`src/hdl/ptc_pkg.sv`:
```
// ----------------------------------------------------------------------------
// ptc_pkg
// Types and constants shared by the pressure and temperature compensation
// block.
// ----------------------------------------------------------------------------
`default_nettype none

package ptc_pkg;

  // Configuration register indexes.
  typedef enum logic [2:0] {
    REG_SENS     = 3'd0,
    REG_OFFSET   = 3'd1,
    REG_TCS      = 3'd2,
    REG_TCO      = 3'd3,
    REG_TREF     = 3'd4,
    REG_TEMPSENS = 3'd5
  } reg_index_t;

  localparam int unsigned COEFF_W = 16;
  localparam int unsigned RAW_W   = 24;
  localparam int unsigned TEMP_W  = 19;
  localparam int unsigned PRES_W  = 24;

  // Intermediate widths, sized to the full range of every input.
  localparam int unsigned DT_W    = 25;
  localparam int unsigned PROD_W  = 42;
  localparam int unsigned OFF_W   = 37;
  localparam int unsigned SENS_W  = 36;
  localparam int unsigned SLO_W   = 18;
  localparam int unsigned SHI_W   = SENS_W - SLO_W;
  localparam int unsigned PLO_W   = RAW_W + SLO_W;
  localparam int unsigned PHI_W   = RAW_W + 1 + SHI_W;
  localparam int unsigned PFULL_W = 61;
  localparam int unsigned DIFF_W  = 41;

  localparam logic signed [TEMP_W-1:0] TEMP_BASE = 19'sd2000;
  localparam logic signed [PRES_W-1:0] PRES_MAX  = 24'sh7FFFFF;
  localparam logic signed [PRES_W-1:0] PRES_MIN  = 24'sh800000;

  typedef struct packed {
    logic [RAW_W-1:0] raw_pressure;
    logic [RAW_W-1:0] raw_temperature;
  } sample_t;

  typedef struct packed {
    logic signed [TEMP_W-1:0] temperature_centi;
    logic signed [PRES_W-1:0] pressure_centi;
    logic                     pressure_saturated;
  } result_t;

  typedef struct packed {
    logic [COEFF_W-1:0] sens;
    logic [COEFF_W-1:0] offset;
    logic [COEFF_W-1:0] tcs;
    logic [COEFF_W-1:0] tco;
    logic [COEFF_W-1:0] tref;
    logic [COEFF_W-1:0] tempsens;
  } coeffs_t;

endpackage

`default_nettype wire

```
`src/hdl/ptc_coef_regs.sv`:
```
// ----------------------------------------------------------------------------
// ptc_coef_regs
// Holds the six factory calibration coefficients written over the
// configuration channel.
// ----------------------------------------------------------------------------
`default_nettype none

module ptc_coef_regs (
  input  wire logic                            clk,
  input  wire logic                            rst,
  input  wire logic                            cfg_valid,
  input  wire logic [2:0]                      cfg_index,
  input  wire logic [ptc_pkg::COEFF_W-1:0]     cfg_data,
  output ptc_pkg::coeffs_t                     coeffs
);

  ptc_pkg::coeffs_t regs;

  // Writes to an index outside the register list are dropped.
  always_ff @(posedge clk) begin
    if (rst) begin
      regs <= '0;
    end else if (cfg_valid) begin
      case (ptc_pkg::reg_index_t'(cfg_index))
        ptc_pkg::REG_SENS:     regs.sens     <= cfg_data;
        ptc_pkg::REG_OFFSET:   regs.offset   <= cfg_data;
        ptc_pkg::REG_TCS:      regs.tcs      <= cfg_data;
        ptc_pkg::REG_TCO:      regs.tco      <= cfg_data;
        ptc_pkg::REG_TREF:     regs.tref     <= cfg_data;
        ptc_pkg::REG_TEMPSENS: regs.tempsens <= cfg_data;
        default: begin
        end
      endcase
    end
  end

  assign coeffs = regs;

endmodule

`default_nettype wire

```
`config.mk`:
```
export PLATFORM = sky130hd
export DESIGN_NAME = ptc_coef_regs
export DESIGN_NICKNAME = d
export VERILOG_FILES = /design/src/hdl/ptc_pkg.sv /design/src/hdl/ptc_coef_regs.sv
export SDC_FILE = /design/constraint.sdc
export NUM_CORES = 1
export LEC_CHECK = 0
export BUFFER_PORTS_ARGS = -buffer_cell sky130_fd_sc_hd__buf_2
export CAP_MARGIN = 20
export CORE_MARGIN = 4
export CORE_UTILIZATION = 54
export DETAILED_ROUTE_END_ITERATION = 6
export MAX_ROUTING_LAYER = met4
export PLACE_DENSITY = 0.87
export SLEW_MARGIN = 25
export SYNTH_ARGS = -nofsm -noshare
export SYNTH_HDL_FRONTEND = slang
export SYNTH_SLANG_ARGS = --single-unit
export TNS_END_PERCENT = 5
```
`constraint.sdc`:
```
create_clock -name clk -period 2.8 [get_ports clk]
set_input_delay 0.56 -clock clk [delete_from_list [all_inputs] [get_ports clk]]
set_output_delay 0.56 -clock clk [all_outputs]
set_load 0.005 [all_outputs]
```
==> impl_metrics.toml <==
[synth]
synthesis.area_per_instance_um2 = 11.3
yosysUniqueCellTypes = 11
synth_nets = 358
post_synth_instance_area_um2 = 3780
ys_seq_area_share_pct = 50.8
yosys_warnings = 0
syn_inst = 336
synth_seq_cells = 96

[hold_path]
hold_start = "coeffs[68]$_SDFFE_PP0P_"
hold_path_cell_cnt = 2
min_to = "coeffs[68]$_SDFFE_PP0P_"
timing.hold.worst.class = "register to register"

[floorplan]
die_w_um = 91.7
die-area_um2 = 8410
floorplan.core_area_um2 = 6790
rows = 30
initial_core_util_pct = 55.7
io-pin-count = 118
die_h_um = 91.7

[global_routing]
vias_in_the_first_global_route = 2768
grt_pass1_wl_um = 14200
grt_antenna_before_repair = 0
grt_remaining_overflow = 0
grt_max_degree = 52
grt.total_usage_pct = 21.8

[clock_network]
cts-root-buf = "sky130_fd_sc_hd__clkbuf_8"
cts_sinks = 96
clock_input_transition_at_the_sequential_cells_of_the_worst_setup_and_hold_paths_ns = 0.08
post_cts_gate_resize_count = 0
post-cts-setup-buffer-count = 0
clock_latency_ns = 0.35
cts_hold_buf = 0
cts-buffers-inserted = 9
clk_path_buf_depth = 2
ctsHtreeMaxLevel = 3
tritoncts = "done"

[detailed_routing]
drc = 0
topRoutingLayerUsed = "met4"
drt_iter0_markers = 97
finalWirelength_um = 8790
met3RoutedLength_um = 352
postRouteAntennaNets = 0
routedWlPerCell_um = 16.0
met2_wirelength_from_detailed_routing_um = 4250
detailroute.via_count = 2729
drt_first_pass_iters = 4
wl_met1_um = 3980
post_drt_via_cell_ratio = 4.97

[pwr]
switching_share_pct = 21.5
p_comb_share_pct = 7.2
cellPowerDensity_nw_per_um2 = 567
cellLeakagePower_uw = 0.00251
p_sw_uw = 571
p_clk_share_pct = 39.7
sequential_group_share_of_total_power_pct = 53.2
power.internal_uw = 2080
worst_ir_drop_vdd_mv = 0.307

[timing]
worst_slew_margin_rel_pct = 53.5
fin_crit_ns = 1.59
max_freq_mhz = 628
timing_hold_violations_final = 0
fin_worst_hold_slack_ns = 0.474
unrepaired_setup_endpoints_after_global_routing = "false"
postLayoutSetupSlackWorst_ns = 1.21
tightest_slew_ns = 0.698
post-route-period-util_pct = 56.9
setup_viol_count_final = 0
fin_tns_setup_ns = 0
worst_clock_skew_ns = 0
drv_slew = 0

[critical_path]
rr_startpoint = "coeffs[59]$_SDFFE_PP0P_"
regToRegEndpoint = "coeffs[59]$_SDFFE_PP0P_"
critPathLaunchType = "primary input"
worst-endpoint-arrival_ns = 1.80
crit_path_kind = "primary input to register"
critical_path.max_fanout = 12
ff2ff_setup_slack_ns = 2.16
r2r.worst_path.cells = 2
endpoint_type_of_the_worst_setup_path = "register"
worstPathRequired_ns = 3.01

[placed_design]
dp_hpwl_um = 6250
gp_congestion = 0.810
port_buffers = 117
dpl_cell_area_um2 = 4440
dp_slack_ns = 0.821

[cells_and_area]
largest_reg_flops = 96
area.growth.synth_to_final_pct = 23.6
layout_commonest_cell = "sky130_fd_sc_hd__buf_2"
stdcell_area_um2 = 4670
insertedDiodeCount = 0
share_of_layout_cells_above_drive_strength_1_pct = 31.1
layout.cells.most_common_list = "sky130_fd_sc_hd__buf_2, sky130_fd_sc_hd__nand2b_1, sky130_fd_sc_hd__mux2i_1, sky130_fd_sc_hd__dfxtp_1, sky130_fd_sc_hd__clkbuf_8"
final_net_count = 470
finalCoreUtilization_pct = 68.8

[status]
outcome = "finished, final reports clean"

[job]
cap_violations = 0
-- cell type report --
class	count	area [µm²]
clock inverter	5	105
fill	505	2120
tap	96	120
multi-input combinational	216	1750
clock buffer	11	131
sequential	96	1920
timing repair buffer	125	646
-- synthesized netlist by cell type --
cell	instances	area share (%)
sky130_fd_sc_hd__nand4bb_1	3	0.89
sky130_fd_sc_hd__or4b_1	1	0.26
sky130_fd_sc_hd__mux2i_1	96	25
sky130_fd_sc_hd__dfxtp_1	96	51
sky130_fd_sc_hd__nor4b_2	1	0.40
sky130_fd_sc_hd__clkbuf_1	13	1.3
sky130_fd_sc_hd__and4bb_2	1	0.33
sky130_fd_sc_hd__nand4b_1	2	0.46
sky130_fd_sc_hd__buf_2	10	1.3
sky130_fd_sc_hd__nand2b_1	112	19
sky130_fd_sc_hd__buf_6	1	0.30
-- critical path, stage by stage --
cell and delay (ns):
sky130_fd_sc_hd__buf_2 0.14, sky130_fd_sc_hd__or4b_1 0.87, sky130_fd_sc_hd__mux2i_1 0.22
-- worst max path at each step --
stage,to,start,cells after the start
floorplan,coeffs[85]$_SDFFE_PP0P_,cfg_index[1],4
global placement,coeffs[91]$_SDFFE_PP0P_,cfg_index[1],3
detailed placement,coeffs[92]$_SDFFE_PP0P_,cfg_index[1],3
CTS,coeffs[92]$_SDFFE_PP0P_,cfg_index[1],3
global route,coeffs[86]$_SDFFE_PP0P_,cfg_index[1],3
finish,coeffs[92]$_SDFFE_PP0P_,cfg_index[1],3
-- per-stage QoR --
stage | instances | power [µW]
finish | 549 | 2650
global route | 549 | 2750
CTS | 549 | 2670
detailed placement | 533 | 1630
global placement | 533 | 1630
floorplan | 336 | 1550
-- routing by layer --
| metal | global-route usage (%) | vias to the layer above |
|---|---|---|
| met5 | - | - |
| met4 | 9.03 | 0 |
| met3 | 3.12 | 16 |
| met2 | 35.4 | 74 |
| met1 | 27.3 | 1303 |
| li1 | - | 1336 |
-- cells by family (layout without fill, tap and decap cells) --
group / count (synthesis) / in the layout / share of synthesized area (%)
flip-flops: 96 / 96 / 50.8
multiplexers: 96 / 96 / 25.4
AND/OR/NAND/NOR: 120 / 120 / 20.9
buffers and inverters: 24 / 141 / 2.91
-- power by group through the flow --
stage | combinational, µW | sequential, µW | clock, µW
6_report | 191 | 1410 | 1050
5_1_grt | 207 | 1410 | 1130
4_1_cts | 192 | 1410 | 1070
3_5_place_dp | 191 | 1440 | 0
3_3_place_gp | 187 | 1440 | 0
2_1_floorplan | 109 | 1440 | 0
Note: power is estimated with default switching activity, not from simulation.
